`src/assert_macros.svh`:
```
// assertion macros used by the top-level rtl file
// no dependencies; expects a clock named clk and a reset named rst in scope
`ifndef ASSERT_MACROS_SVH
`define ASSERT_MACROS_SVH

// checked on every rising clock edge outside reset
`define ASSERT_CLK(label, prop, msg) \
  label: assert property (@(posedge clk) disable iff (rst) prop) else $error(msg);

// checked on every rising clock edge, reset included
`define ASSERT_ALWAYS(label, prop, msg) \
  label: assert property (@(posedge clk) prop) else $error(msg);

`endif

```
`src/dmm_pkg.sv`:
```
// shared constants, command codes and queue entry type for the matrix multiplier
// no dependencies
package dmm_pkg;

  localparam int MAX_DIM_DEF   = 32;
  localparam int ELEM_BITS_DEF = 16;
  localparam int CFG_W         = 6;
  localparam int N_W           = 7;
  localparam int RES_W         = 40;
  localparam int QUEUE_DEPTH   = 4;

  localparam logic [CFG_W-1:0] SIZE_RESET = 6'd32;

  localparam logic [1:0] CMD_LOAD_A  = 2'd0;
  localparam logic [1:0] CMD_LOAD_B  = 2'd1;
  localparam logic [1:0] CMD_COMPUTE = 2'd2;

  typedef struct packed {
    logic [1:0]         cmd;
    logic [4:0]         row;
    logic [4:0]         col;
    logic signed [15:0] value;
  } cmd_t;

  function automatic logic [N_W-1:0] eff_size(input logic [CFG_W-1:0] cfg, input int max_dim);
    logic [N_W-1:0] n;
    n = N_W'(cfg);
    if (n == '0) begin
      n = N_W'(1);
    end
    if (int'(n) > max_dim) begin
      n = N_W'(max_dim);
    end
    return n;
  endfunction

endpackage

```
`src/dmm_front.sv`:
```
// front end: unpacks input beats, drops out-of-range or unused items, feeds the queue
// depends on dmm_pkg
module dmm_front import dmm_pkg::*; (
  input  logic [N_W-1:0] n_eff,
  input  logic           s_tvalid,
  output logic           s_tready,
  input  logic [31:0]    s_tdata,   // row_index[4:0], col_index[9:5], element_value[25:10]
  input  logic [1:0]     s_tuser,   // command[1:0]
  input  logic           q_full,
  output logic           q_push,
  output cmd_t           q_entry
);

  logic row_ok;
  logic col_ok;
  logic keep;

  always_comb begin
    q_entry.cmd   = s_tuser;
    q_entry.row   = s_tdata[4:0];
    q_entry.col   = s_tdata[9:5];
    q_entry.value = s_tdata[25:10];
  end

  assign row_ok = N_W'(q_entry.row) < n_eff;
  assign col_ok = N_W'(q_entry.col) < n_eff;

  always_comb begin
    unique case (q_entry.cmd) inside
      CMD_LOAD_A, CMD_LOAD_B: keep = row_ok && col_ok;
      CMD_COMPUTE:            keep = row_ok;
      default:                keep = 1'b0;
    endcase
  end

  assign s_tready = !q_full;
  assign q_push   = s_tvalid && !q_full && keep;

endmodule

```
`config.mk`:
```
export PLATFORM = sky130hd
export DESIGN_NAME = dmm_front
export DESIGN_NICKNAME = d
export VERILOG_FILES = /design/src/assert_macros.svh /design/src/dmm_pkg.sv /design/src/dmm_front.sv
export SDC_FILE = /design/constraint.sdc
export NUM_CORES = 1
export LEC_CHECK = 0
export ABC_AREA = 1
export BUFFER_PORTS_ARGS = -buffer_cell sky130_fd_sc_hd__buf_2
export CORE_MARGIN = 2
export CORE_UTILIZATION = 25
export DETAILED_ROUTE_END_ITERATION = 16
export PLACE_DENSITY = 0.73
export SLEW_MARGIN = 20
export SYNTH_ARGS = -nofsm -noshare
export SYNTH_HDL_FRONTEND = slang
export SYNTH_SLANG_ARGS = --single-unit
```
`constraint.sdc`:
```
create_clock -name vclk -period 3.5
set_input_delay 0.7 -clock vclk [all_inputs]
set_output_delay 0.7 -clock vclk [all_outputs]
set_load 0.01 [all_outputs]
```
* Yosys cells after proc, flatten, opt, wreduce, memory -nomap -nowiden
Cells that the tools add are included.
** Operators by class
- Order comparisons :: 2
- Muxes and demuxes :: 1
- Eq/ne operators :: 2
- Reduce and logical (&&, ||, !) cells :: 6
** Operators with widths (count)
- less-than comparator 5 x 7 -> 1 bit :: 2
- logical AND 1 bit :: 3
- equality test 2 x 1 -> 1 bit (second input constant) :: 1
- equality test 2 bit (second input constant) :: 1
- logical NOT 2 bit :: 1
- one-hot mux 1 bit (2 select lines) :: 1
- OR reduction 2 bit :: 1
- logical NOT 1 bit :: 1
** Word-level totals
- Word-level logic and storage cells :: 11
- Register bits after elaboration :: 0

* Depth between registers and ports, before layout
- Word-level depth :: 4
- Mapped depth :: 11
- Depth with buffers taken out :: 11

* Least setup slack after synthesis
No wires, ideal clock.
- Kind :: in2out
- Start point :: input port n_eff[2]
- End point :: output port q_push
- Required time :: 2800 ps
- Path buffers :: 0
- Setup slack :: 1331 ps
- Arrival time :: 1469 ps
- Cell stages on the path :: 9
- Cell sequence :: inv_1 -> ha_1 -> a21oi_1 -> nand2_1 -> nand2_1 -> nand2_1 -> nand2_1 -> nand2_1 -> inv_1
** On the way
- Cells in the longest elaborated chain, start to end :: 4
- Elaborated cells between the ends (all ways) :: 5
** RTL lines
- start: declaration :: line dmm_front.sv:4 : input logic [N_W-1:0] n_eff,
- less-than comparator 5 x 7 -> 1 bit (on tied branches) :: line dmm_front.sv:25, dmm_front.sv:26
- logical AND 1 bit :: line dmm_front.sv:30 : CMD_LOAD_A, CMD_LOAD_B: keep = row_ok && col_ok;
- one-hot mux 1 bit (2 select lines) (*) :: line dmm_front.sv:29 : unique case (q_entry.cmd) inside
- logical AND 1 bit (*) :: line dmm_front.sv:37 : assign q_push = s_tvalid && !q_full && keep;
- end: declaration :: line dmm_front.sv:10 : output logic q_push,
Every way passes the cells marked *; elsewhere a longest branch is shown, timed or not.

* Worst setup path after layout
Ends and elaborated chain as after synthesis.

==> impl_metrics.json <==
{
  "p_leak_nw": 0.333,
  "yosys.area.top_type_share_pct": 43.2,
  "wl_um": 937,
  "crit_path_frequent_cell": "nand2_1",
  "antenna_found_initial": 0,
  "cp.required_ps": 2800,
  "hpwl_um": 889,
  "rows": 15,
  "syn_nets": 127,
  "place_area_um2": 483,
  "overflow": 0,
  "coreArea_um2": 1780,
  "dp_slack_ps": 1060,
  "cpPeakStageDelay_ps": 310,
  "numPortBuffers": 35,
  "critPathMaxFanout": 2,
  "synth_cell_types": 13,
  "yosys_warnings": 0,
  "drv_cap": 0,
  "vdd_drop_max_v": 0.0000245,
  "grtUsageMet1_pct": 7.47,
  "track_usage_pct": 7.40,
  "status": "finished, final reports clean",
  "synth_area_um2": 487,
  "crit_buf_inv": 4,
  "grt_pass1_wl_um": 1280,
  "met2_usage_pct": 15.2,
  "final_nets": 136,
  "gp_congestion": 0.678,
  "path_class": "input pin to output pin",
  "syn_inst": 76,
  "avgViaCountPerCell": 3.87,
  "post_cts_resized": 0,
  "arrival_ps": 1720,
  "cp-end-kind": "output pin",
  "grt_max_degree": 5,
  "fin_crit_sh_pct": 69.1,
  "drive_above_1_share_pct": 47.0,
  "grt_pass1_vias": 357,
  "syn_avg_cell_area_um2": 6.40,
  "cp_slowest_cell": "ha_1",
  "postCtsSetupRepairBufs": 0,
  "clkbuf_count": 0,
  "synth_common_cells": "buf_4 (28), nand2_1 (16), inv_1 (12)",
  "ant_nets": 0,
  "drc_errors": 0,
  "synth.most_common_cell": "buf_4",
  "hold_buffers": 0,
  "dieArea_um2": 2320,
  "finalSetupTns_ps": 0,
  "setup.worst_path.start_class": "input pin",
  "fin_crit_ps": 2420,
  "met3_usage_pct": 0,
  "p_total_mw": 0.0515,
  "hold_path.class": "input pin to output pin",
  "design_area_um2": 483,
  "die_w_um": 48.1,
  "seqCellArea_um2": 0,
  "drtIter0Drc": 1,
  "die_h_um": 48.1,
  "synth_top_area_cell": "buf_4",
  "hold_violations": 0,
  "seq_cells": 0,
  "num_io_pins": 73,
  "max_freq_mhz": 413,
  "route.detailed.wl_per_inst_um": 8.68,
  "finalWorstSetupSlack_ps": 1080,
  "start_util_pct": 27.3,
  "rsz0062_at_grt": "false",
  "areaGrowthSynthToFinish_pct": -0.771,
  "setup_viol": 0,
  "maxSlewHeadroom_pct": 88.8,
  "dr.pass1.iters": 2,
  "seq_area_frac_synth_pct": 0,
  "report.final.slew_viol_count": 0,
  "power_density_nw_per_um2": 107,
  "synth_top_cells_by_area": "buf_4 (43%), ha_1 (21%), nand2_1 (12%)",
  "critical-path-top-delay-family": "adder cells",
  "vias": 418,
  "busiest_layer": "met2",
  "worst_pin_slew_ps": 168,
  "path_cells": "buf_2, inv_1, ha_1, a21oi_1, nand2_1, nand2_1, nand2_1, nand2_1, nand2_1, inv_1, buf_2",
  "antennaDiodeCount": 0
}
worst paths after layout:
check	depth (start not counted)	slack, ps	start	endpoint
worst max-delay path	11	1080	n_eff[2]	q_push
worst min-delay path	0	1400	s_tdata[25]	q_entry[15]
through the flow:
stage	hold slack, ps	util (%)	instances
after floorplan	1430	-	76
after global placement	1400	27.1	108
after detailed placement	1400	27.1	108
after CTS	1400	27.1	108
after global routing	1400	27.1	108
final	1400	27.1	108
kinds of logic after synthesis:
logic type      share of synthesized area, %
buf+inv                                 53.2
simple gates                            21.3
fa+ha+maj                               20.6
compound gates                          4.88
power by group:
group          leakage (nW)  switching (mW)  total, mW  internal, mW
registers                 0               0          0             0
clock network             0               0          0             0
logic                 0.333          0.0269     0.0515        0.0246
final cells by class:
type / count / area [um2]
fill: 214 / 1300
inverter: 13 / 48.8
multi-input combinational: 35 / 228
tap: 25 / 31.3
timing repair buffer: 35 / 175
placed cells by master, fill, tap and decap left out:
| cell type | count |
|---|---|
| nor3_1 | 1 |
| nor2_4 | 1 |
| o21ai_1 | 1 |
| nand3_1 | 2 |
| nor2_1 | 2 |
| inv_2 | 1 |
| a21oi_1 | 2 |
| inv_1 | 12 |
| nand2_1 | 16 |
| a21oi_2 | 1 |
| nand3_2 | 1 |
| buf_2 | 35 |
| ha_1 | 8 |
metal layers:
metal / up-vias / share of wire (%)
li1: 218 / -
met1: 173 / 34
met2: 19 / 52
met5: - / 0
met4: 0 / 4.9
met3: 8 / 9.2
No activity file was read; power rests on OpenSTA's default activity.
