## config.mk

```make
export PLATFORM = sky130hd
export DESIGN_NAME = dmm_queue
export DESIGN_NICKNAME = d
export VERILOG_FILES = /design/src/assert_macros.svh /design/src/dmm_pkg.sv /design/src/dmm_queue.sv
export SDC_FILE = /design/constraint.sdc
export NUM_CORES = 1
export LEC_CHECK = 0
export ABC_AREA = 1
export BUFFER_PORTS_ARGS = -buffer_cell sky130_fd_sc_hd__clkbuf_2
export CAP_MARGIN = 25
export CORE_MARGIN = 2
export CORE_UTILIZATION = 35
export DETAILED_ROUTE_END_ITERATION = 12
export PLACE_DENSITY_LB_ADDON = 0.3
export SYNTH_ARGS = -nofsm -noshare
export SYNTH_HDL_FRONTEND = slang
export SYNTH_SLANG_ARGS = --single-unit
```

## constraint.sdc

```tcl
create_clock -name clk -period 3 [get_ports clk]
set_clock_uncertainty 0.05 [all_clocks]
set_input_delay 0.15 -clock clk [delete_from_list [all_inputs] [get_ports clk]]
set_output_delay 0.15 -clock clk [all_outputs]
set_load 0.02 [all_outputs]
```

## src/assert_macros.svh

```systemverilog
// assertion macros used by the top-level rtl file
// no dependencies; expects a clock named clk and a reset named rst in scope
`ifndef ASSERT_MACROS_SVH
`define ASSERT_MACROS_SVH

// checked on every rising clock edge outside reset
`define ASSERT_CLK(label, prop, msg) \
  label: assert property (@(posedge clk) disable iff (rst) prop) else $error(msg);

// checked on every rising clock edge, reset included
`define ASSERT_ALWAYS(label, prop, msg) \
  label: assert property (@(posedge clk) prop) else $error(msg);

`endif

```

## src/dmm_pkg.sv

```systemverilog
// shared constants, command codes and queue entry type for the matrix multiplier
// no dependencies
package dmm_pkg;

  localparam int MAX_DIM_DEF   = 32;
  localparam int ELEM_BITS_DEF = 16;
  localparam int CFG_W         = 6;
  localparam int N_W           = 7;
  localparam int RES_W         = 40;
  localparam int QUEUE_DEPTH   = 4;

  localparam logic [CFG_W-1:0] SIZE_RESET = 6'd32;

  localparam logic [1:0] CMD_LOAD_A  = 2'd0;
  localparam logic [1:0] CMD_LOAD_B  = 2'd1;
  localparam logic [1:0] CMD_COMPUTE = 2'd2;

  typedef struct packed {
    logic [1:0]         cmd;
    logic [4:0]         row;
    logic [4:0]         col;
    logic signed [15:0] value;
  } cmd_t;

  function automatic logic [N_W-1:0] eff_size(input logic [CFG_W-1:0] cfg, input int max_dim);
    logic [N_W-1:0] n;
    n = N_W'(cfg);
    if (n == '0) begin
      n = N_W'(1);
    end
    if (int'(n) > max_dim) begin
      n = N_W'(max_dim);
    end
    return n;
  endfunction

endpackage

```

## src/dmm_queue.sv

```systemverilog
// small command queue between front and back end
// depends on dmm_pkg
module dmm_queue import dmm_pkg::*; #(
  parameter int DEPTH = QUEUE_DEPTH
) (
  input  logic clk,
  input  logic rst,
  input  logic push,
  input  cmd_t push_entry,
  output logic full,
  input  logic pop,
  output logic pop_valid,
  output cmd_t pop_entry
);

  localparam int PTR_W = (DEPTH > 1) ? $clog2(DEPTH) : 1;
  localparam int CNT_W = $clog2(DEPTH + 1);
  localparam logic [PTR_W-1:0] LAST_PTR = PTR_W'(DEPTH - 1);
  localparam logic [CNT_W-1:0] FULL_CNT = CNT_W'(DEPTH);

  cmd_t             slots [DEPTH];
  logic [PTR_W-1:0] wr_ptr;
  logic [PTR_W-1:0] rd_ptr;
  logic [CNT_W-1:0] count;
  logic             do_push;
  logic             do_pop;

  assign full      = count == FULL_CNT;
  assign pop_valid = count != '0;
  assign pop_entry = slots[rd_ptr];
  assign do_push   = push && !full;
  assign do_pop    = pop && pop_valid;

  always_ff @(posedge clk) begin
    if (do_push) begin
      slots[wr_ptr] <= push_entry;
    end
  end

  always_ff @(posedge clk) begin
    if (rst) begin
      wr_ptr <= '0;
      rd_ptr <= '0;
      count  <= '0;
    end else begin
      if (do_push) begin
        wr_ptr <= (wr_ptr == LAST_PTR) ? '0 : wr_ptr + PTR_W'(1);
      end
      if (do_pop) begin
        rd_ptr <= (rd_ptr == LAST_PTR) ? '0 : rd_ptr + PTR_W'(1);
      end
      if (do_push && !do_pop) begin
        count <= count + CNT_W'(1);
      end else if (do_pop && !do_push) begin
        count <= count - CNT_W'(1);
      end
    end
  end

endmodule

```

[Word-level counts from Yosys, hierarchy flattened]
Memory sizes are Yosys's and may differ from the RTL's. A register that Yosys moved wholly into a read port is not among the register bits.
Index checks and enable logic that the tools add are counted.
Storage, ports and cells
  register bits after elaboration: 7
  bits in writable memories: 112
  logic and storage cells: 28
  memories kept: 1
Memory list
  slots: depth 4, bits a word 28, rd ports 1, clocked after Yosys merged registers in 1, write ports 1, RTL line dmm_queue.sv:21  | cmd_t slots [DEPTH];
Cells by class
  add/subtract/negate cells: 4
  eq/ne operators: 3
  mux-type cells: 8
  reductions and logical operators: 9
Operators with widths (number)
  $mux 2: 4
  $mux 3: 2
  $add 2x1->2 const B: 2
  $eq 2x2->1 const B: 2
  $logic_and 1x1->1: 4
  $add 3x1->3 const B: 1
  $eq 3x3->1 const B: 1
  $logic_not 1->1: 3
  $reduce_bool 3->1: 1
  $sub 3x1->3 const B: 1
  $mux 1: 2
  $reduce_bool 2->1: 1

[Logic depth before layout (Yosys ltp)]
Gate-level depths: netlist (run 1).
  depth after elaboration: 7
  gate-level depth with buffers: 13
  depth with buffers taken out: 13

[Least setup slack after synthesis (run 1)]
Ideal clock, no wire load.
  path type: register to register
  from: reg count[0]
  to: mem slots[0][0] in the netlist's numbering, enable pin
  library setup time: 413 ps
  arrival: 1883 ps
  required time: 2537 ps
  path slack: 654 ps
  cell stages (with the launch flop): 5
  buffers on the path: 0
  period minus slack after synthesis: 2346 ps
  cells stage by stage: dfxtp_1 nor2_1 nand2_1 nand2_1 nor2_1
On the way
  longest elaborated chain between the ends: 5
Ends and longest elaborated chain
  start: declaration: RTL line dmm_queue.sv:24  | logic [CNT_W-1:0] count;
  start signal: assignment: RTL line dmm_queue.sv:53  | count <= count + CNT_W'(1);
  start signal: assignment: RTL line dmm_queue.sv:55  | count <= count - CNT_W'(1);
  $eq 3x3->1: RTL line dmm_queue.sv:28  | assign full = count == FULL_CNT;
  $logic_not 1->1: RTL line dmm_queue.sv:31  | assign do_push = push && !full;
  $logic_and 1x1->1: RTL line dmm_queue.sv:31
  $mux 1: RTL line dmm_queue.sv:35  | if (do_push) begin
  $mux 1 (not written as such): RTL line dmm_queue.sv:36  | slots[wr_ptr] <= push_entry;
  end: declaration: RTL line dmm_queue.sv:21
Every way passes these cells.

==> results of run 1 <==
-- state kept, by name (all words and copies together) (netlist names), named ones only --
| name | cells |
|---|---|
| slots | 112 |
| count | 3 |
| wr_ptr | 2 |
| rd_ptr | 2 |
-- synth_stat cells (2+ instances only) --
| library cell | n |
|---|---|
| a21oi_1 | 2 |
| buf_2 | 3 |
| buf_6 | 6 |
| clkbuf_1 | 7 |
| dfxtp_1 | 9 |
| edfxtp_1 | 112 |
| ha_1 | 6 |
| inv_1 | 15 |
| nand2_1 | 14 |
| nand3b_1 | 2 |
| nor2_1 | 73 |
| o21ai_0 | 42 |
| o21ai_1 | 15 |
| o22ai_1 | 28 |
-- final cells by class --
type	count	area [µm²]	area share [%]
Sequential cell	121	3540	58.5
Tap cell	176	220	3.63
Timing Repair Buffer	99	668	11.0
Clock buffer	17	425	7.02
Inverter	17	63.8	1.05
Multi-Input combinational cell	186	957	15.8
Clock inverter	15	183	3.01
-- how the worst max path moves through the flow --
stage / start / end / slack, ps / cells after the start
finish: register / pop_entry[27] / 710 / 4
global placement: count[1] / count[1] / 910 / 9
floorplan: count[0] / slots[0][0] / 650 / 4
global route: register / pop_entry[27] / 490 / 4
CTS: register / pop_entry[14] / 630 / 4
detailed placement: count[1] / count[1] / 820 / 9
-- power groups by stage --
stage               sequential [mW]  combinational [mW]  clock [mW]
finish                         2.13                1.58        2.06
global route                   2.15                1.76        2.16
CTS                            2.13                1.61        2.10
detailed placement             2.17                1.57           0
global placement               2.16                1.55           0
floorplan                      2.16                1.08           0
-- tightest hold or removal path: cells and delay by family --
kind,cells,cell delay (ps)
buffers and inverters,2,640
and+or+nand+nor,1,40
-- repair_timing --
action	in CTS	in global routing
hold endpoints to repair	116	0
hold buffers	31	0
buffers inserted	0	0
-- cells by family (layout without fill, tap and decap cells) --
group	Yosys count	after routing
compound gates	87	87
flops	121	121
xor+xnor	1	1
simple gates	91	91
fa+ha+maj	7	7
buf+inv	34	148
-- metal layers --
metal	routed length, µm	track usage, %	part of all wire, %
met5	0	0	0
met4	164	6.47	1.7
met1	4230	16.7	45
met2	4630	23.0	49
met3	406	5.12	4.3
-- metrics by stage --
stage	power [mW]	hold slack, ps	setup slack, ps	cell area [µm²]	util, %
3_5_place_dp	3.74	291	823	5140	39.3
6_report	5.77	413	709	6060	46.3
5_1_grt	6.08	424	488	6060	46.3
2_1_floorplan	3.24	172	654	4650	-
4_1_cts	5.84	407	629	6060	46.3
3_3_place_gp	3.71	302	907	5140	39.3
-- cell usage in the layout (no fill, tap or decap) --
| master | netlist | final |
|---|---|---|
| dfxtp_1 | 9 | 8 |
| o21ai_0 | 42 | 42 |
| clkbuf_2 | 0 | 61 |
| clkinv_4 | 0 | 1 |
| ha_1 | 6 | 6 |
| buf_4 | 1 | 7 |
| clkinv_1 | 1 | 4 |
| dfxtp_2 | 0 | 1 |
| xor2_1 | 1 | 1 |
| bufinv_16 | 0 | 4 |
| clkbuf_16 | 0 | 17 |
| o22ai_1 | 28 | 28 |
| inv_1 | 15 | 15 |
| clkinv_2 | 0 | 4 |
| nand3b_1 | 2 | 2 |
| nand4_1 | 1 | 1 |
| o21ai_1 | 15 | 15 |
| inv_2 | 1 | 1 |
| nor2_1 | 73 | 69 |
| edfxtp_1 | 112 | 112 |
| fa_1 | 1 | 1 |
| dlygate4sd3_1 | 0 | 31 |
| a21oi_1 | 2 | 2 |
| nor2_4 | 0 | 4 |
| clkinvlp_4 | 0 | 3 |
| nand3_1 | 1 | 1 |
| nand2_1 | 14 | 14 |
==> impl_metrics.env, run 1 <==
export IMPL_status="finished, final reports clean"
export IMPL_hold_violations=0
export IMPL_ff2ff_setup_slack_ps=830
export IMPL_die_h_um=119
export IMPL_n_antenna_cell=0
export IMPL_worstReg2RegEnd="count[1]"
export IMPL_drtAntennaViolNets=0
export IMPL_cts_sinks=121
export IMPL_port_buffers=61
export IMPL_synth_xor_area_share_pct=0.188
export IMPL_holdPathEnd="count[0]"
export IMPL_cts_resized_gates=0
export IMPL_peakVddDrop_v=0.000494
export IMPL_ys_ff_latch=121
export IMPL_synthToLayoutAreaGrowth_pct=30.3
export IMPL_core_mm2=0.0131
export IMPL_dominantRegCellSynth="edfxtp_1"
export IMPL_synth_simple_area_share_pct=7.59
export IMPL_grt_pass1_vias=2866
export IMPL_power_switching_mw=1.84
export IMPL_synth_top_cell_area_share_pct=72.3
export IMPL_firstDrtPassIters=4
export IMPL_period_minus_slack_ps=2290
export IMPL_final_layout_size_suffix_gt1_share_pct=22.6
export IMPL_worstHoldPathType="primary input to register"
export IMPL_critPathTopFamily="buffers and inverters"
export IMPL_route_detailed_drc=0
export IMPL_p_sw_share_pct=31.9
export IMPL_clock_root_buffer="clkbuf_16"
export IMPL_hpwl_um=5260
export IMPL_worst_setup_path_end_kind="output port"
export IMPL_drt_iter0_drc=147
export IMPL_worstPathCellList="clkinv_1, o21ai_0, o22ai_1, clkbuf_2"
export IMPL_final_net_count=481
export IMPL_cp_arrival_ps=2090
export IMPL_gp_congestion=0.671
export IMPL_setup_viol_count_final=0
export IMPL_synth_area_mux_share_pct=0
export IMPL_cp_start_kind="register"
export IMPL_reg2regPathDepth=9
export IMPL_num_vias=2903
export IMPL_cts_tree="built"
export IMPL_syn_area_per_cell_um2=13.6
export IMPL_worstHoldStart="rst"
export IMPL_synth_top_family_by_area="compound AO/OA/AOI/OAI gates"
export IMPL_row_count=42
export IMPL_netlist_cell_type_count=21
export IMPL_synth_seq_area_share_pct=76.2
export IMPL_leakagePower_nw=2.24
export IMPL_fin_crit_sh_pct=76.4
export IMPL_synthAdderAreaFrac_pct=2.04
export IMPL_start_util_pct=35.5
export IMPL_syn_area_mm2=0.00465
export IMPL_power_density_mw_per_mm2=951
export IMPL_cts_buffers=17
export IMPL_clk_latency_ps=410
export IMPL_grt_ovfl_total=0
export IMPL_clock_path_buffers=2
export IMPL_rr_startpoint="count[0]"
export IMPL_clk_pin_slew_worst_paths_ps=50
export IMPL_crit_path_max_fanout=28
export IMPL_die_w_um=119
export IMPL_grt_use_total_pct=14.1
export IMPL_dp_cells=568
export IMPL_dieArea_mm2=0.0142
export IMPL_maxCapViolations=0
export IMPL_synth_edf_count=112
export IMPL_pwr_share_clk_pct=35.7
export IMPL_crit_required_ps=2800
export IMPL_design_portCount=62
export IMPL_tns_ps=0
export IMPL_max_freq_ghz=0.437
export IMPL_critPathBufInv=2
export IMPL_grt_pass1_wl_um=14700
export IMPL_cts_max_level=4
export IMPL_p_int_mw=3.93
export IMPL_stdcell_count=631
export IMPL_seqPwrFrac_pct=37.0
export IMPL_synthTopCellsByArea="edfxtp_1 (72%), nor2_1 (5.9%), o21ai_0 (4.5%)"
export IMPL_slowest_delay_ps=690
export IMPL_max_slew_margin_pct=40.9
export IMPL_rsz0062_at_grt="false"
export IMPL_critPathKind="register to output port"
export IMPL_whs_path_depth=3
export IMPL_combPwrFrac_pct=27.3
export IMPL_synth_nets=380
export IMPL_synth_top_area_cell="edfxtp_1"
export IMPL_vias_per_cell=4.60
export IMPL_synthCells=341
export IMPL_synthArstFlopShare_pct=0
export IMPL_wl_per_cell_um=14.9
export IMPL_final_max_slew_violation_count=0
export IMPL_routed_wl_um=9430
export IMPL_grt_max_degree=57
export IMPL_tightestPinTransition_ps=880
export IMPL_synth_warnings=0
export IMPL_antenna_found_initial=0
export IMPL_fillers=1181
export IMPL_cp_slowest_cell="clkinv_1"
export IMPL_synth_compound_area_share_pct=10.1
Note: power is estimated with default switching activity, not from simulation.
==> run 2: changes to the inputs <==
--- a/config.mk
+++ b/config.mk
@@ -5,7 +5,7 @@
 export SDC_FILE = /design/constraint.sdc
 export NUM_CORES = 1
 export LEC_CHECK = 0
-export ABC_AREA = 1
+export ABC_AREA = 0
 export BUFFER_PORTS_ARGS = -buffer_cell sky130_fd_sc_hd__clkbuf_2
 export CAP_MARGIN = 25
 export CORE_MARGIN = 2
==> constraint.sdc (replaced) <==
create_clock -name clk -period 2 [get_ports clk]
set_clock_uncertainty 0.05 [all_clocks]
set_input_delay 0.1 -clock clk [delete_from_list [all_inputs] [get_ports clk]]
set_output_delay 0.1 -clock clk [all_outputs]
set_load 0.02 [all_outputs]
==> run 2 against run 1 <==
Against the previous run:
- global-route usage down 1.3 points
- die area down 2.2%
- final area is 1.1% higher
- final cell count shrank 20%
- clock-buffer cell count rose by 5
- combinational power increased by 18%
- critical path depth increased by 5
- non-clock buffer count increased by 12
- power rose by 38%
- register-to-register slack worse by 800 ps
- largest cell class unchanged
- highest routed layer unchanged
==> impl_metrics.env, run 2 <==
export IMPL_leakagePower_nw=2.19
export IMPL_route_detailed_drc=0
export IMPL_p_int_mw=5.89
export IMPL_synthArstFlopShare_pct=0
export IMPL_power_density_mw_per_mm2=1300
export IMPL_die_w_um=118
export IMPL_holdPathEnd="count[0]"
export IMPL_tns_ps=0
export IMPL_crit_path_max_fanout=3
export IMPL_cp_common_cell="buf_4"
export IMPL_final_max_slew_violation_count=0
export IMPL_stdcell_count=503
export IMPL_cp_arrival_ps=2250
export IMPL_firstDrtPassIters=4
export IMPL_clock_path_buffers=2
export IMPL_p_sw_share_pct=26.0
export IMPL_cts_buffers=17
export IMPL_seq_area_mm2=0.00355
export IMPL_synthToLayoutAreaGrowth_pct=34.8
export IMPL_power_switching_mw=2.07
export IMPL_synthTopCellsByArea="edfxtp_1 (74%), mux4_2 (14%), dfxtp_1 (4.0%)"
export IMPL_cp_start_kind="register"
export IMPL_whs_path_depth=5
export IMPL_vias_per_cell=4.54
export IMPL_max_slew_margin_pct=81.2
export IMPL_dp_cells=440
export IMPL_maxCapViolations=0
export IMPL_crit_cells=9
export IMPL_n_antenna_cell=0
export IMPL_crit_required_ps=2290
export IMPL_syn_area_mm2=0.00454
export IMPL_drt_iter0_drc=175
export IMPL_max_freq_ghz=0.508
export IMPL_clock_root_buffer="clkbuf_16"
export IMPL_gp_congestion=0.684
export IMPL_fillers=1099
export IMPL_worst_setup_path_end_kind="register"
export IMPL_worstHoldPathType="primary input to register"
export IMPL_combPwrFrac_pct=23.4
export IMPL_synth_common_cells="edfxtp_1 (112), mux4_2 (28), dfxtp_1 (9)"
export IMPL_die_h_um=118
export IMPL_largest_reg_flops=112
export IMPL_seqPwrFrac_pct=39.9
export IMPL_core_mm2=0.0127
export IMPL_peakVddDrop_v=0.000714
export IMPL_final_layout_size_suffix_gt1_share_pct=45.6
export IMPL_syn_area_per_cell_um2=23.2
export IMPL_setup_viol_count_final=0
export IMPL_worstHoldStart="pop"
export IMPL_period_minus_slack_ps=1970
export IMPL_tightestPinTransition_ps=283
export IMPL_grt_use_total_pct=12.8
export IMPL_grt_pass1_vias=2552
export IMPL_synth_warnings=0
export IMPL_antenna_found_initial=0
export IMPL_ff2ff_setup_slack_ps=30
export IMPL_grt_max_degree=22
export IMPL_status="finished, final reports clean"
export IMPL_multiInputGateArea_um2=938
export IMPL_routed_wl_um=8040
export IMPL_clk_pin_slew_worst_paths_ps=50
export IMPL_final_common_cell="edfxtp_1"
export IMPL_dominantRegCellSynth="edfxtp_1"
export IMPL_critPathTopFamily="simple AND/OR/NAND/NOR gates"
export IMPL_cts_tree="built"
export IMPL_ys_ff_latch=121
export IMPL_regMostFlops="slots"
export IMPL_slowest_delay_ps=440
export IMPL_reg2regPathDepth=9
export IMPL_wl_per_cell_um=16.0
export IMPL_start_util_pct=35.9
export IMPL_top_regs="slots (112), count (3)"
export IMPL_rsz0062_at_grt="true"
export IMPL_num_vias=2285
export IMPL_pwr_share_clk_pct=36.7
export IMPL_cts_max_level=4
export IMPL_hpwl_um=5060
export IMPL_fin_ws_ps=31.7
export IMPL_synth_top_cell_area_share_pct=74.0
export IMPL_grt_ovfl_total=0
export IMPL_critPathBufInv=3
export IMPL_cts_sinks=121
export IMPL_synth_seq_area_share_pct=78.0
export IMPL_power_total_mw=7.96
export IMPL_row_count=41
export IMPL_worstPathCellList="or3b_4, clkinv_8, nor2_4, ha_4, buf_4, buf_4, xor2_1, or3_1, a21oi_1"
export IMPL_rr_startpoint="count[1]"
export IMPL_drtAntennaViolNets=0
export IMPL_critPathKind="register to register"
export IMPL_netlist_cell_type_count=27
export IMPL_synth_nets=235
export IMPL_clk_latency_ps=400
export IMPL_hold_violations=0
export IMPL_preCtsSetupSlack_ps=-52.4
export IMPL_port_buffers=61
export IMPL_final_cell_mix="edfxtp_1 (112), clkbuf_2 (61), dlygate4sd3_1 (30)"
export IMPL_grt_pass1_wl_um=13200
export IMPL_dieArea_mm2=0.0139
export IMPL_worstReg2RegEnd="count[2]"
export IMPL_whs_ps=149
export IMPL_synth_top_area_cell="edfxtp_1"
export IMPL_fin_crit_sh_pct=98.4
export IMPL_synth_edf_count=112
export IMPL_final_net_count=357
export IMPL_synth_most_common_cell="edfxtp_1"
export IMPL_synthCells=196
export IMPL_design_portCount=62
export IMPL_cp_slowest_cell="or3b_4"
[run 2: cell types whose count changed in the layout (fill, tap and decap cells not counted), moves of 4 or more]
cell | before | now
nor2_1 | 69 | 3
inv_1 | 15 | 3
clkbuf_1 | 0 | 5
nand2_1 | 14 | 1
o21ai_0 | 42 | 1
buf_4 | 7 | 16
buf_12 | 0 | 4
and3_2 | 0 | 4
o22ai_1 | 28 | 0
mux4_2 | 0 | 28
o21ai_1 | 15 | 1
[run 2: kinds of logic (layout without fill, tap and decap cells)]
kind of cell / count (synthesis) / count (layout) / synth area share [%]
multiplexers: 30 / 30 / 14.3
buffers and inverters: 13 / 148 / 2.15
XOR/XNOR: 2 / 2 / 0.386
flip-flops: 121 / 121 / 78.0
AO/OA/AOI/OAI: 7 / 7 / 1.10
adder cells (fa/ha/maj): 7 / 7 / 2.09
AND/OR/NAND/NOR: 16 / 16 / 1.96
[run 2: worst register-to-register path, delay by kind of cell (launching register included)]
| kind | cells | cell delay [ps] |
|---|---|---|
| xor+xnor | 1 | 160 |
| compound gates | 1 | 120 |
| fa+ha+maj | 1 | 150 |
| simple gates | 3 | 790 |
| buf+inv | 3 | 300 |
| flops | 1 | 340 |
[run 2: what timing repair did]
item                                    in CTS  in global routing
hold buffers                                30                  0
setup buffers                                1                  0
gates resized for setup                      3                  0
endpoints found under the setup margin       1                  1
pin swaps                                    1                  3
gates cloned                                 0                  0
hold endpoints to repair                   121                  0
[run 2: worst max-delay path by stage]
stage             start  endpoint  slack, ps
3_5_place_dp   count[2]  count[2]        -50
2_1_floorplan  count[2]  count[2]        -10
3_3_place_gp   count[2]  count[2]          6
5_1_grt        count[2]  count[2]        -20
4_1_cts        count[2]  count[2]         20
6_report       count[1]  count[2]         30
[run 2: metrics by stage]
stage               util [%]  instance area (µm²)
floorplan                  -                 4570
global placement        41.2                 5230
detailed placement      41.2                 5230
CTS                     48.3                 6130
global route            48.3                 6130
finish                  48.3                 6130
[run 2: routing by layer]
layer	track usage, %	vias to the layer above	share of wire [%]
met2	21.1	62	51
met5	0	-	0
met4	5.20	0	1.1
met3	4.94	12	5.7
met1	15.1	1146	42
li1	-	1065	-
[run 2: final cells by class]
| cell class | instances | share of cell area (%) |
|---|---|---|
| sequential | 121 | 58.0 |
| clock buffer | 22 | 7.25 |
| timing repair buffer | 111 | 13.2 |
| multi-input combinational | 62 | 15.3 |
| clock inverter | 10 | 2.06 |
| tap | 172 | 3.51 |
| inverter | 5 | 0.735 |
[run 2: power by group through the flow]
stage / Clock, mW / Sequential, mW / Combinational (mW)
floorplan: 0 / 3.19 / 1.21
global placement: 0 / 3.21 / 1.81
detailed placement: 0 / 3.22 / 1.83
CTS: 2.99 / 3.18 / 1.92
global route: 3.10 / 3.20 / 2.03
finish: 2.92 / 3.17 / 1.86
==> run 3: changes to the inputs <==
--- a/config.mk
+++ b/config.mk
@@ -10,6 +10,7 @@
 export CAP_MARGIN = 25
 export CORE_MARGIN = 2
 export CORE_UTILIZATION = 35
+export CTS_BUF_LIST = sky130_fd_sc_hd__clkbuf_8
 export DETAILED_ROUTE_END_ITERATION = 12
 export PLACE_DENSITY_LB_ADDON = 0.3
 export SYNTH_ARGS = -nofsm -noshare
==> run 3 against run 2 <==
Against the previous run:
- flip-flop and latch count is the same
- die area is the same
- clock-buffer cell count shrank 5
- largest power group unchanged
==> impl_metrics.env, run 3 (synthesis results as in run 2) <==
export IMPL_core_mm2=0.0127
export IMPL_peakVddDrop_v=0.000600
export IMPL_wl_met3_um=421
export IMPL_vias_per_cell=4.54
export IMPL_routed_wl_um=8120
export IMPL_critPathTopFamily="simple AND/OR/NAND/NOR gates"
export IMPL_combPwrFrac_pct=26.2
export IMPL_worstHoldPathType="primary input to register"
export IMPL_dp_cells=440
export IMPL_final_common_cell="edfxtp_1"
export IMPL_regMostFlops="slots"
export IMPL_p_sw_share_pct=27.8
export IMPL_dr_max_layer_used="met4"
export IMPL_rr_startpoint="count[1]"
export IMPL_clock_root_buffer="clkbuf_8"
export IMPL_max_slew_margin_pct=81.4
export IMPL_fin_ws_ps=21.7
export IMPL_cts_tree="built"
export IMPL_power_density_mw_per_mm2=1200
export IMPL_final_net_count=357
export IMPL_cts_sinks=121
export IMPL_cts_buffers=17
export IMPL_fin_crit_sh_pct=98.9
export IMPL_max_freq_ghz=0.505
export IMPL_die_w_um=118
export IMPL_p_int_mw=5.14
export IMPL_row_count=41
export IMPL_final_layout_size_suffix_gt1_share_pct=46.2
export IMPL_preCtsSetupSlack_ps=-52.4
export IMPL_cts_max_level=4
export IMPL_antenna_found_initial=0
export IMPL_crit_path_max_fanout=3
export IMPL_synthToLayoutAreaGrowth_pct=30.7
export IMPL_stdcell_count=503
export IMPL_worst_setup_path_end_kind="register"
export IMPL_slowest_delay_ps=440
export IMPL_met1_length_um=3440
export IMPL_grt_pass1_vias=2522
export IMPL_clk_latency_ps=410
export IMPL_gp_congestion=0.684
export IMPL_cp_common_cell="buf_4"
export IMPL_grt_max_degree=22
export IMPL_clock_path_buffers=2
export IMPL_drt_iter0_drc=162
export IMPL_drtAntennaViolNets=0
export IMPL_tightestPinTransition_ps=279
export IMPL_worstHoldStart="pop"
export IMPL_final_cell_mix="edfxtp_1 (112), clkbuf_2 (61), dlygate4sd3_1 (30)"
export IMPL_cp_slowest_cell="or3b_4"
export IMPL_grt_use_total_pct=12.9
export IMPL_fillers=1123
export IMPL_setup_viol_count_final=0
export IMPL_dieArea_mm2=0.0139
export IMPL_wl_per_cell_um=16.1
export IMPL_grt_ovfl_total=0
export IMPL_power_total_mw=7.12
export IMPL_grt_pass1_wl_um=13200
export IMPL_critPathBufInv=3
export IMPL_firstDrtPassIters=4
export IMPL_start_util_pct=35.9
export IMPL_largest_reg_flops=112
export IMPL_power_switching_mw=1.98
export IMPL_crit_required_ps=2300
export IMPL_maxCapViolations=0
export IMPL_seqPwrFrac_pct=44.5
export IMPL_leakagePower_nw=2.13
export IMPL_num_vias=2283
export IMPL_die_h_um=118
export IMPL_final_max_slew_violation_count=0
export IMPL_cp_arrival_ps=2270
export IMPL_critPathKind="register to register"
export IMPL_port_buffers=61
export IMPL_route_detailed_drc=0
export IMPL_clk_pin_slew_worst_paths_ps=60
export IMPL_hpwl_um=5060
export IMPL_period_minus_slack_ps=1980
export IMPL_cp_start_kind="register"
export IMPL_wl_met2_um=4180
export IMPL_tns_ps=0
export IMPL_worstPathCellList="or3b_4, clkinv_8, nor2_4, ha_4, buf_4, buf_4, xor2_1, or3_1, a21oi_1"
export IMPL_design_portCount=62
export IMPL_crit_start="count[1]"
export IMPL_n_antenna_cell=0
export IMPL_rsz0062_at_grt="true"
export IMPL_status="finished, final reports clean"
export IMPL_hold_violations=0
export IMPL_top_regs="slots (112), count (3)"
export IMPL_pwr_share_clk_pct=29.2
run 3: changes by cell type in the layout (fill, tap and decap cells not counted):
cell       before  now
clkbuf_16      17    0
clkbuf_8        0   17
clkbuf_1        5    0
inv_2           0    1
dfxtp_2         3    4
inv_1           3    7
dfxtp_1         5    4
run 3: worst paths after layout:
| kind | to | slack, ps | cells past startpoint |
|---|---|---|---|
| worst max register to register | count[2] | 20 | 9 |
| worst min-delay path | count[0] | 130 | 5 |
| worst max-delay path | count[2] | 20 | 9 |
| worst min register to register | register | 440 | 2 |
run 3: worst min-delay path, cell delays in order:
cell and delay, ps:
clkbuf_2 110, o31ai_4 70, ha_4 150, xor2_1 60
nor2_1 70
run 3: cell type report:
cell class / instances / area (µm²) / area share [%]
flip-flops and latches: 121 / 3550 / 59.8
clock buffers: 17 / 234 / 3.94
repair buffers: 111 / 806 / 13.6
multi-input cells: 62 / 938 / 15.8
inverters: 5 / 45.0 / 0.759
clock inverters: 15 / 145 / 2.45
well taps: 172 / 215 / 3.63
run 3: power by group through the flow:
stage	clock, mW	sequential (mW)	combinational [mW]
after floorplan	0	3.19	1.21
after global placement	0	3.21	1.81
after detailed placement	0	3.22	1.83
after CTS	2.14	3.17	1.92
after global routing	2.25	3.20	2.03
final	2.08	3.17	1.87
run 3: timing repair:
action	4_1_cts	5_1_grt
endpoints found under the setup margin	1	1
hold endpoints to repair	121	0
hold buffers	30	0
setup buffers	1	0
resized for setup	3	2
pin swaps	1	3
run 3: per-stage QoR:
stage	util [%]	instance area, µm²	hold slack (ps)
floorplan	-	4570	149
global placement	41.2	5230	269
detailed placement	41.2	5230	270
CTS	46.8	5930	100
global route	46.8	5940	129
finish	46.8	5940	134
run 3: per-layer routing:
metal  track usage (%)  up-vias
met5                 0        -
met4              5.42        0
met3              4.89        9
met2              21.3       62
met1              15.0     1148
li1                  -     1064
